===== src/hw/rtl/b2da_pkg.sv =====
// ----------------------------------------------------------------------------
// b2da_pkg: shared types and constants for the binary to decimal ASCII block
// Holds the transaction payload structs, the BCD sizes and the ASCII codes.
// ----------------------------------------------------------------------------
package b2da_pkg;

	// Operand and BCD sizes.
	localparam int unsigned ValueWidth = 64;
	localparam int unsigned NumDigits  = 20;
	localparam int unsigned BcdWidth   = NumDigits * 4;
	localparam int unsigned BitCntW    = $clog2(ValueWidth);
	localparam int unsigned DigCntW    = $clog2(NumDigits + 1);

	// ASCII codes.
	localparam logic [7:0] AsciiZero  = 8'h30;
	localparam logic [7:0] AsciiNine  = 8'h39;
	localparam logic [7:0] AsciiMinus = 8'h2D;

	// Input transaction payload.
	typedef struct packed {
		logic [ValueWidth-1:0] value;
		logic                  is_signed;
	} operand_t;

	// Output transaction payload.
	typedef struct packed {
		logic [7:0] character;
		logic       last;
	} text_t;

endpackage


===== src/hw/rtl/binary_to_decimal_ascii.sv =====
// ----------------------------------------------------------------------------
// binary_to_decimal_ascii: 64-bit integer to decimal ASCII text
// Converts one signed or unsigned 64-bit operand into its decimal characters,
// most significant first, with a leading minus sign for negative values.
//
//   Channel   Direction  Payload     Meaning
//   operand   in         operand_t   value and signed flag
//   text      out        text_t      one character and its last flag
//
// An operand runs through double-dabble in the shared step unit, one magnitude
// bit per step, then leading zero digits are dropped and the trim ends, then
// the characters are sent. Dropped digits and digit characters always add up
// to 20, and operand_ready rises at the edge that registers the last character.
// Character delivery stalls while text_ready is low; operand_ready is high
// only in the idle state. Reset clears the sequencer, the datapath registers
// and the output valid.
// ----------------------------------------------------------------------------
module binary_to_decimal_ascii (
	input  logic               clk,
	input  logic               arst_n,
	input  logic               operand_valid,
	output logic               operand_ready,
	input  b2da_pkg::operand_t operand,
	output logic               text_valid,
	input  logic               text_ready,
	output b2da_pkg::text_t    text
);
	import b2da_pkg::*;

	typedef enum logic [2:0] {
		ST_IDLE,
		ST_CONV,
		ST_TRIM,
		ST_SIGN,
		ST_EMIT
	} state_t;

	state_t                state_q;
	logic [ValueWidth-1:0] mag_q;
	logic [BcdWidth-1:0]   bcd_q;
	logic [BitCntW-1:0]    bit_cnt_q;
	logic [DigCntW-1:0]    dig_cnt_q;
	logic                  neg_q;
	logic                  text_valid_q;
	text_t                 text_q;

	logic                  neg_in;
	logic [ValueWidth-1:0] mag_in;
	logic [BcdWidth-1:0]   bcd_next;
	logic                  slot_free;
	logic                  emit_fire;
	logic [3:0]            top_digit;

	// Sign and magnitude of the incoming operand.
	assign neg_in = operand.is_signed & operand.value[ValueWidth-1];
	assign mag_in = neg_in ? (~operand.value + {{(ValueWidth-1){1'b0}}, 1'b1})
		: operand.value;

	// Shared double-dabble step.
	b2da_dabble_step u_step (
		.bcd      (bcd_q),
		.bit_in   (mag_q[ValueWidth-1]),
		.bcd_next (bcd_next)
	);

	assign top_digit = bcd_q[BcdWidth-1 -: 4];
	assign slot_free = !text_valid_q || text_ready;

	// A character is loaded into the output register this cycle.
	assign emit_fire = ((state_q == ST_SIGN) || (state_q == ST_EMIT)) && slot_free;

	// Sequencer, datapath registers and the output register.
	always_ff @(posedge clk or negedge arst_n) begin
		if (!arst_n) begin
			state_q      <= ST_IDLE;
			text_valid_q <= 1'b0;
			bit_cnt_q    <= '0;
			dig_cnt_q    <= '0;
			neg_q        <= 1'b0;
			mag_q        <= '0;
			bcd_q        <= '0;
			text_q       <= '0;
		end else begin
			if (emit_fire) begin
				text_valid_q <= 1'b1;
			end else if (text_valid_q && text_ready) begin
				text_valid_q <= 1'b0;
			end
			unique case (state_q)
				ST_IDLE: begin
					if (operand_valid) begin
						mag_q     <= mag_in;
						neg_q     <= neg_in;
						bcd_q     <= '0;
						bit_cnt_q <= '0;
						dig_cnt_q <= DigCntW'(NumDigits);
						state_q   <= ST_CONV;
					end
				end
				ST_CONV: begin
					bcd_q     <= bcd_next;
					mag_q     <= {mag_q[ValueWidth-2:0], 1'b0};
					bit_cnt_q <= bit_cnt_q + 1'b1;
					if (bit_cnt_q == BitCntW'(ValueWidth - 1)) begin
						state_q <= ST_TRIM;
					end
				end
				ST_TRIM: begin
					// Drop leading zero digits, keeping at least one.
					if (top_digit == 4'd0 && dig_cnt_q != DigCntW'(1)) begin
						bcd_q     <= {bcd_q[BcdWidth-5:0], 4'd0};
						dig_cnt_q <= dig_cnt_q - 1'b1;
					end else if (neg_q) begin
						state_q <= ST_SIGN;
					end else begin
						state_q <= ST_EMIT;
					end
				end
				ST_SIGN: begin
					if (slot_free) begin
						text_q.character <= AsciiMinus;
						text_q.last      <= 1'b0;
						state_q          <= ST_EMIT;
					end
				end
				ST_EMIT: begin
					if (slot_free) begin
						text_q.character <= AsciiZero + {4'd0, top_digit};
						text_q.last      <= (dig_cnt_q == DigCntW'(1));
						bcd_q            <= {bcd_q[BcdWidth-5:0], 4'd0};
						dig_cnt_q        <= dig_cnt_q - 1'b1;
						if (dig_cnt_q == DigCntW'(1)) begin
							state_q <= ST_IDLE;
						end
					end
				end
				default: begin
					state_q <= ST_IDLE;
				end
			endcase
		end
	end

	assign operand_ready = (state_q == ST_IDLE);
	assign text_valid    = text_valid_q;
	assign text          = text_q;

endmodule


===== src/hw/rtl/b2da_dabble_step.sv =====
// ----------------------------------------------------------------------------
// b2da_dabble_step: one double-dabble step
// Adds three to every BCD digit of five or more, then shifts the BCD word
// left by one bit, taking the next binary bit into the low end.
// ----------------------------------------------------------------------------
module b2da_dabble_step (
	input  logic [b2da_pkg::BcdWidth-1:0] bcd,
	input  logic                          bit_in,
	output logic [b2da_pkg::BcdWidth-1:0] bcd_next
);
	import b2da_pkg::*;

	logic [BcdWidth-1:0] adjusted;

	// Correct each digit on its own so the following shift stays decimal.
	always_comb begin
		for (int i = 0; i < NumDigits; i++) begin
			if (bcd[i*4 +: 4] >= 4'd5) begin
				adjusted[i*4 +: 4] = bcd[i*4 +: 4] + 4'd3;
			end else begin
				adjusted[i*4 +: 4] = bcd[i*4 +: 4];
			end
		end
	end

	// Shift in the next magnitude bit.
	assign bcd_next = {adjusted[BcdWidth-2:0], bit_in};

endmodule


===== config.mk =====
export PLATFORM = sky130hd
export DESIGN_NAME = binary_to_decimal_ascii
export DESIGN_NICKNAME = d
export VERILOG_FILES = /design/src/hw/rtl/b2da_pkg.sv /design/src/hw/rtl/binary_to_decimal_ascii.sv /design/src/hw/rtl/b2da_dabble_step.sv
export SDC_FILE = /design/constraint.sdc
export NUM_CORES = 1
export LEC_CHECK = 0
export ABC_AREA = 1
export BUFFER_PORTS_ARGS = -buffer_cell sky130_fd_sc_hd__buf_2
export CAP_MARGIN = 20
export CORE_MARGIN = 3
export CORE_UTILIZATION = 50
export CTS_BUF_LIST = sky130_fd_sc_hd__clkbuf_8
export CTS_CLUSTER_SIZE = 16
export DETAILED_ROUTE_END_ITERATION = 10
export GPL_ROUTABILITY_DRIVEN = 0
export GPL_TIMING_DRIVEN = 0
export PLACE_DENSITY = 0.77
export SLEW_MARGIN = 20
export SYNTH_ARGS = -nofsm -noshare
export SYNTH_HDL_FRONTEND = slang
export SYNTH_SLANG_ARGS = --single-unit

===== constraint.sdc =====
create_clock -name clk -period 2.3 [get_ports clk]
set_input_delay 0.115 -clock clk [delete_from_list [all_inputs] [get_ports clk]]
set_output_delay 0.115 -clock clk [all_outputs]
set_load 0.02 [all_outputs]

==> results.ini, run 1 <==
[pwr]
cell_internal_pwr_w = 0.00675
p_sw_share_pct = 44.0
cellPowerDensity_nw_per_um2 = 910
pwr-share-seq_pct = 33.3
ir_drop_mv = 0.553
combPwrFrac_pct = 46.8
p_clk_share_pct = 19.8
p_total_w = 0.0121
power.switching_w = 0.00530
power_leakage_nw = 6.07

[worst_setup_path]
start_kind = input port
worst_setup_path_end_kind = flip-flop
startpoint = operand[1]
worstPathRequired_ns = 2.64
worstReg2RegStart = state_q[1]
critical_path_class = input port to flip-flop
cp.arrival_ns = 2.50
worstPathMaxFanout = 8

[global_route]
antenna_found_initial = 0
first_global_vias = 11423
grt-ovfl-total = 0
grt_pass1_wl_um = 55600
grt_max_degree = 97
grt_usage_pct = 26.7

[sta]
fin_crit_sh_pct = 93.7
slew_headroom_pct = 49.1
worstMarginPinSlew_ns = 0.755
clock_skew_ns = 0.0155
setup_violations = 0
hold_viol_final = 0
rsz0062_at_grt = false
drv_slew = 0
fmax_mhz = 464
min_period_ns = 2.16

[yosys]
netlist_instances = 1725
synth_area_um2 = 11700
yosysSeqAreaShare_pct = 35.8
avgSynthCellArea_um2 = 6.77
yosysWarningCount = 0
ys_ff_latch = 167
synth.distinct_cells = 39

[final_layout]
final_cell_count_no_fill = 2178
final_nets = 1966
area_delta_synth_final_pct = 13.5
n_antenna_cell = 0
drive_above_1_share_pct = 8.63
fin_util_pct = 58.2

[clocking]
cts_buffers = 17
cts_buffer_depth = 2
clk_latency_ns = 0.46
cts_root_buffer = clkbuf_8
cts_tree = built
htreeDepth = 4
clock-sinks = 167
clkTransAtPathRegs_ns = 0.08

[worst_hold_path]
holdCritPathClass = input port to flip-flop
hp-start = operand[39]

[floorplanning]
core_region_area_um2 = 22800
num_rows = 55
num_io_pins = 80
die_area_um2 = 25200
start_util_pct = 51.2
dieWidth_um = 159
fp.dieH_um = 159

[detailed_routing]
viasPerCell = 5.56
drc = 0
wl_per_cell_um = 15.5
final_antenna_net_count = 0
drtIter0Drc = 1304
drt_first_pass_iters = 6
routed_wl_um = 33800
num_vias = 12113

[placed_design]
hpwlAfterDp_um = 25000
placedCellCount = 2118
port-buffer-count = 77

[flow_run]
cap_violations = 0

[outcome]
status = finished clean

==> power by group through the flow <==
| stage | clock, W | combinational [W] | sequential [W] |
|---|---|---|---|
| 2_1_floorplan | 0 | 0.00380 | 0.00406 |
| 3_3_place_gp | 0 | 0.00543 | 0.00405 |
| 3_5_place_dp | 0 | 0.00552 | 0.00407 |
| 4_1_cts | 0.00242 | 0.00559 | 0.00402 |
| 5_1_grt | 0.00255 | 0.00628 | 0.00410 |
| 6_report | 0.00239 | 0.00564 | 0.00402 |
==> timing repair <==
action | CTS | global route
endpoints found under the setup margin | 0 | 10
hold buffers | 28 | 0
resized for setup | 0 | 2
endpoints found under the hold margin | 121 | 0
buffers inserted | 0 | 0
==> Yosys cell counts <==
library cell,n,area (um2)
o21ai_2,2,17.5
or2_2,1,6.26
or2_1,1,6.26
and3_1,1,6.26
a21oi_1,55,275
nand3b_1,4,30.0
buf_1,6,22.5
o221ai_1,7,61.3
nand3_1,112,561
o311ai_0,1,8.76
nor3_1,3,15.0
conb_1,1,3.75
inv_1,251,942
nor2_4,4,45.0
ha_1,45,563
o32ai_1,20,175
nand3_2,1,10.0
buf_2,17,85.1
nand4_1,24,150
o21bai_1,12,90.1
dfrtp_1,167,4180
buf_6,2,22.5
o2111ai_1,1,8.76
nand2_1,412,1550
inv_2,5,18.8
buf_4,16,120
a31oi_1,2,12.5
nor2_2,3,18.8
o211ai_1,7,52.6
o21ai_1,82,410
o21ai_0,146,731
clkbuf_1,24,90.1
and2_1,1,6.26
o311ai_1,1,8.76
a22o_1,2,17.5
xnor2_1,1,8.76
o22ai_1,49,307
nor2_1,205,769
xor2_1,31,272
==> worst paths after layout <==
kind / to / slack, ns / cells past startpoint
setup / recovery: mag_q[38] / 0.14 / 11
hold / removal: mag_q[38] / 0.02 / 4
setup reg to reg: bcd_q[51] / 0.17 / 7
hold reg to reg: text[6] / 0.47 / 1
max in group asynchronous: mag_q[53] / 1.33 / 4
min in group asynchronous: bcd_q[25] / 0.24 / 3
==> layer usage <==
metal  global-route usage [%]  vias to the layer above  wire length (um)
li1                         -                     5867                 -
met4                     10.8                        0              1140
met5                        0                        -                 0
met1                     35.9                     5575             14300
met3                     4.04                      105              2900
met2                     43.2                      566             15400
==> worst max-delay path, cell delays in order <==
cell,delay [ns]
dlygate4sd3_1,0.53
buf_2,0.12
inv_1,0.12
ha_1,0.22
nand2_1,0.11
nor2_4,0.21
nand3_2,0.17
o21ai_0,0.56
nand3_1,0.14
nand3_1,0.13
nand3_1,0.07
==> layout by cell type (no fill, tap or decap), types with 5 or more instances in the layout <==
cell / n
dlygate4sd3_1: 28
a21oi_1: 55
nor2_4: 5
o32ai_1: 20
o21ai_1: 82
bufinv_16: 5
inv_2: 5
nand2_1: 412
clkbuf_1: 24
xor2_1: 31
dfrtp_1: 167
nand4_1: 24
inv_1: 253
nor2_1: 205
o211ai_1: 7
clkbuf_8: 17
buf_2: 93
o21bai_1: 12
ha_1: 45
o22ai_1: 49
buf_1: 5
o221ai_1: 7
buf_4: 16
nand3_1: 112
o21ai_0: 146
==> stage by stage <==
step                TNS, ns  hold WS [ns]  worst slack, ns  cell area, um2
floorplan                 0        -0.181            0.696           11700
global placement    -247.92         0.406            -1.50           12500
detailed placement        0         0.176            0.132           12500
CTS                       0       0.00245            0.105           13200
global route              0        0.0158           0.0328           13300
finish                    0        0.0200            0.144           13300
==> registers in the layout, summed over array words and instances, names as in the netlist <==
signal,cells
dig_cnt_q,5
neg_q,1
state_q,3
text,7
bit_cnt_q,6
bcd_q,80
text_valid,1
mag_q,64
==> cell families after synthesis <==
| kind of cell | count (synthesis) | synth area share, % |
|---|---|---|
| simple gates | 772 | 27.2 |
| fa+ha+maj | 45 | 4.82 |
| other cells | 1 | 0.0321 |
| flops | 167 | 35.8 |
| xor+xnor | 32 | 2.40 |
| buf+inv | 321 | 11.1 |
| compound gates | 387 | 18.6 |
==> final cells by class <==
| type | count | area [um2] |
|---|---|---|
| plain buffers | 65 | 342 |
| clock buffers | 17 | 234 |
| clock inverters | 15 | 210 |
| fillers | 2146 | 9530 |
| inverters | 256 | 961 |
| multi-input cells | 1238 | 6200 |
| flip-flops and latches | 167 | 4180 |
| well taps | 313 | 392 |
| repair buffers | 107 | 731 |
No activity file was read; power rests on OpenSTA's default activity.
==> inputs of run 2 (changes only) <==
==> constraint.sdc (replaced) <==
create_clock -name clk -period 2.55 [get_ports clk]
set_input_delay 0.1275 -clock clk [delete_from_list [all_inputs] [get_ports clk]]
set_output_delay 0.1275 -clock clk [all_outputs]
set_load 0.02 [all_outputs]
==> run 2 against run 1 <==
Compared with the run above:
- non-clock buffer count down 7
- cell area down 0.58%
- utilization down 0.33 points
- sequential power down 10%
- critical path type is now flip-flop to flip-flop
- register-to-register slack better by 0.05 ns
- sequential share of layout area up 0.18 points
- critical endpoint is now mag_q[27]
- wire length down 0.28%
- final cell count down 0.32%
- highest routed layer unchanged
- first-iteration DRC count down 6.3%
- clock skew about the same
- critical path depth down 5
==> results.ini, run 2 (same netlist as run 1, synthesis figures left out) <==
[flow_run]
cap_violations = 0  ; unchanged

[worst_setup_path]
worst_setup_path_end_kind = flip-flop  ; unchanged
critical_path_class = flip-flop to flip-flop  ; was input port to flip-flop
worstPathRequired_ns = 2.94  ; was 2.64 ns
start_kind = flip-flop  ; was input port
cp.arrival_ns = 2.73  ; was 2.50 ns
worstPathMaxFanout = 10  ; was 8

[clocking]
cts_buffer_depth = 2  ; unchanged
cts_root_buffer = clkbuf_8  ; unchanged
cts_tree = built  ; unchanged
cts_buffers = 17  ; unchanged
clkTransAtPathRegs_ns = 0.08  ; about the same
clock-sinks = 167  ; unchanged
htreeDepth = 4  ; unchanged
clk_latency_ns = 0.47  ; was 0.46 ns

[sta]
hold_viol_final = 0  ; unchanged
worstMarginPinSlew_ns = 0.795  ; was 0.755 ns
clock_skew_ns = 0.0160  ; was 0.0155 ns
rsz0062_at_grt = false  ; unchanged
fin_crit_sh_pct = 91.5
setup_violations = 0  ; unchanged
fmax_mhz = 428
hold-worst-slack_ns = 0.0195  ; was 0.0200 ns
min_period_ns = 2.33
drv_slew = 0  ; unchanged
setup_ws_ns = 0.216  ; was 0.144 ns
slew_headroom_pct = 47.0  ; was 49.1%

[global_route]
grt_max_degree = 97  ; unchanged
grt_pass1_wl_um = 55500  ; was 55600 um
grt-ovfl-total = 0  ; unchanged
antenna_found_initial = 0  ; unchanged
first_global_vias = 11347  ; was 11423
grt_usage_pct = 26.6  ; was 26.7%

[final_layout]
seqCellArea_um2 = 4180  ; unchanged
largest_reg_flops = 80  ; unchanged
n_antenna_cell = 0  ; unchanged
drive_above_1_share_pct = 8.61  ; was 8.63%
final_common_cell = nand2_1  ; unchanged
multi_input_area_um2 = 6200  ; about the same
final_cell_mix = 412 x nand2_1, 253 x inv_1, 205 x nor2_1  ; unchanged
fill_cells = 2160  ; was 2146
top_register = bcd_q  ; unchanged
area_delta_synth_final_pct = 12.9  ; was 13.5%
final_nets = 1959  ; was 1966

[placed_design]
hpwlAfterDp_um = 25000  ; unchanged
port-buffer-count = 77  ; unchanged
post-place-ws_ns = 0.382  ; was 0.132 ns

[worst_hold_path]
holdCritPathClass = input port to flip-flop  ; unchanged

[detailed_routing]
num_vias = 12046  ; was 12113
drt_first_pass_iters = 5  ; was 6
routed_wl_um = 33700  ; was 33800 um
drtIter0Drc = 1222  ; was 1304
wl_per_cell_um = 15.5  ; about the same
final_antenna_net_count = 0  ; unchanged
drc = 0  ; unchanged
viasPerCell = 5.55  ; was 5.56

[floorplanning]
die_area_um2 = 25200  ; unchanged
start_util_pct = 51.2  ; unchanged
num_io_pins = 80  ; unchanged
num_rows = 55  ; unchanged
dieWidth_um = 159  ; unchanged
fp.dieH_um = 159  ; unchanged
core_region_area_um2 = 22800  ; unchanged

[pwr]
power_leakage_nw = 6.04  ; was 6.07 nW
ir_drop_mv = 0.508  ; was 0.553 mV
cellPowerDensity_nw_per_um2 = 825  ; was 910 nW/um2

[outcome]
status = finished clean  ; unchanged

-- run 2: final cells by class --
class / count / share of cell area (%)
multi-input combinational: 1238 / 47.0
sequential: 167 / 31.7
inverter: 256 / 7.29
timing repair buffer: 100 / 5.01
tap: 313 / 2.97
buffer: 65 / 2.58
clock buffer: 17 / 1.78
clock inverter: 15 / 1.60
-- run 2: power breakdown --
group | internal (W) | switching (W)
Combinational | 0.00160 | 0.00349
Sequential | 0.00333 | 0.000293
Clock | 0.00116 | 0.00101
Total | 0.00608 | 0.00479
-- run 2: layer usage --
layer / part of all wire [%] / up-vias / track usage [%]
li1: - / 5856 / -
met1: 42 / 5518 / 36.0
met2: 45 / 579 / 42.8
met3: 9.1 / 93 / 4.07
met4: 3.1 / 0 / 10.8
met5: 0 / - / 0
-- run 2: critical path, cell delays in order, from the launching register on --
cell,delay (ns)
dfrtp_1,0.42
nor2_2,0.19
nand2_1,0.12
nor2_2,0.48
buf_1,0.66
nand3_1,0.26
nand3_1,0.12
-- run 2: final timing paths --
kind | from | end | slack (ns) | depth (start not counted)
worst max-delay path | state_q[2] | mag_q[27] | 0.22 | 6
worst min-delay path | operand[40] | mag_q[39] | 0.02 | 4
worst max register to register | state_q[2] | mag_q[27] | 0.22 | 6
worst min register to register | text[6] | text[6] | 0.47 | 1
max in group asynchronous | arst_n | mag_q[46] | 1.57 | 4
min in group asynchronous | arst_n | bcd_q[25] | 0.25 | 3
-- run 2: stage by stage --
stage	area [um2]	instances	power (W)	setup TNS, ns	utilization, %
after global routing	13200	2171	0.0116	0	57.8
after floorplan	11700	1726	0.00709	0	-
after global placement	12500	2116	0.00855	-208.25	54.7
after detailed placement	12500	2118	0.00865	0	55.0
final	13200	2171	0.0109	0	57.8
after CTS	13200	2171	0.0108	0	57.8
-- run 2: what timing repair did --
item                                   4_1_cts  5_1_grt
endpoints found under the hold margin      114        0
hold buffers                                21        0
gates resized for setup                      0        0
setup buffers                                0        0
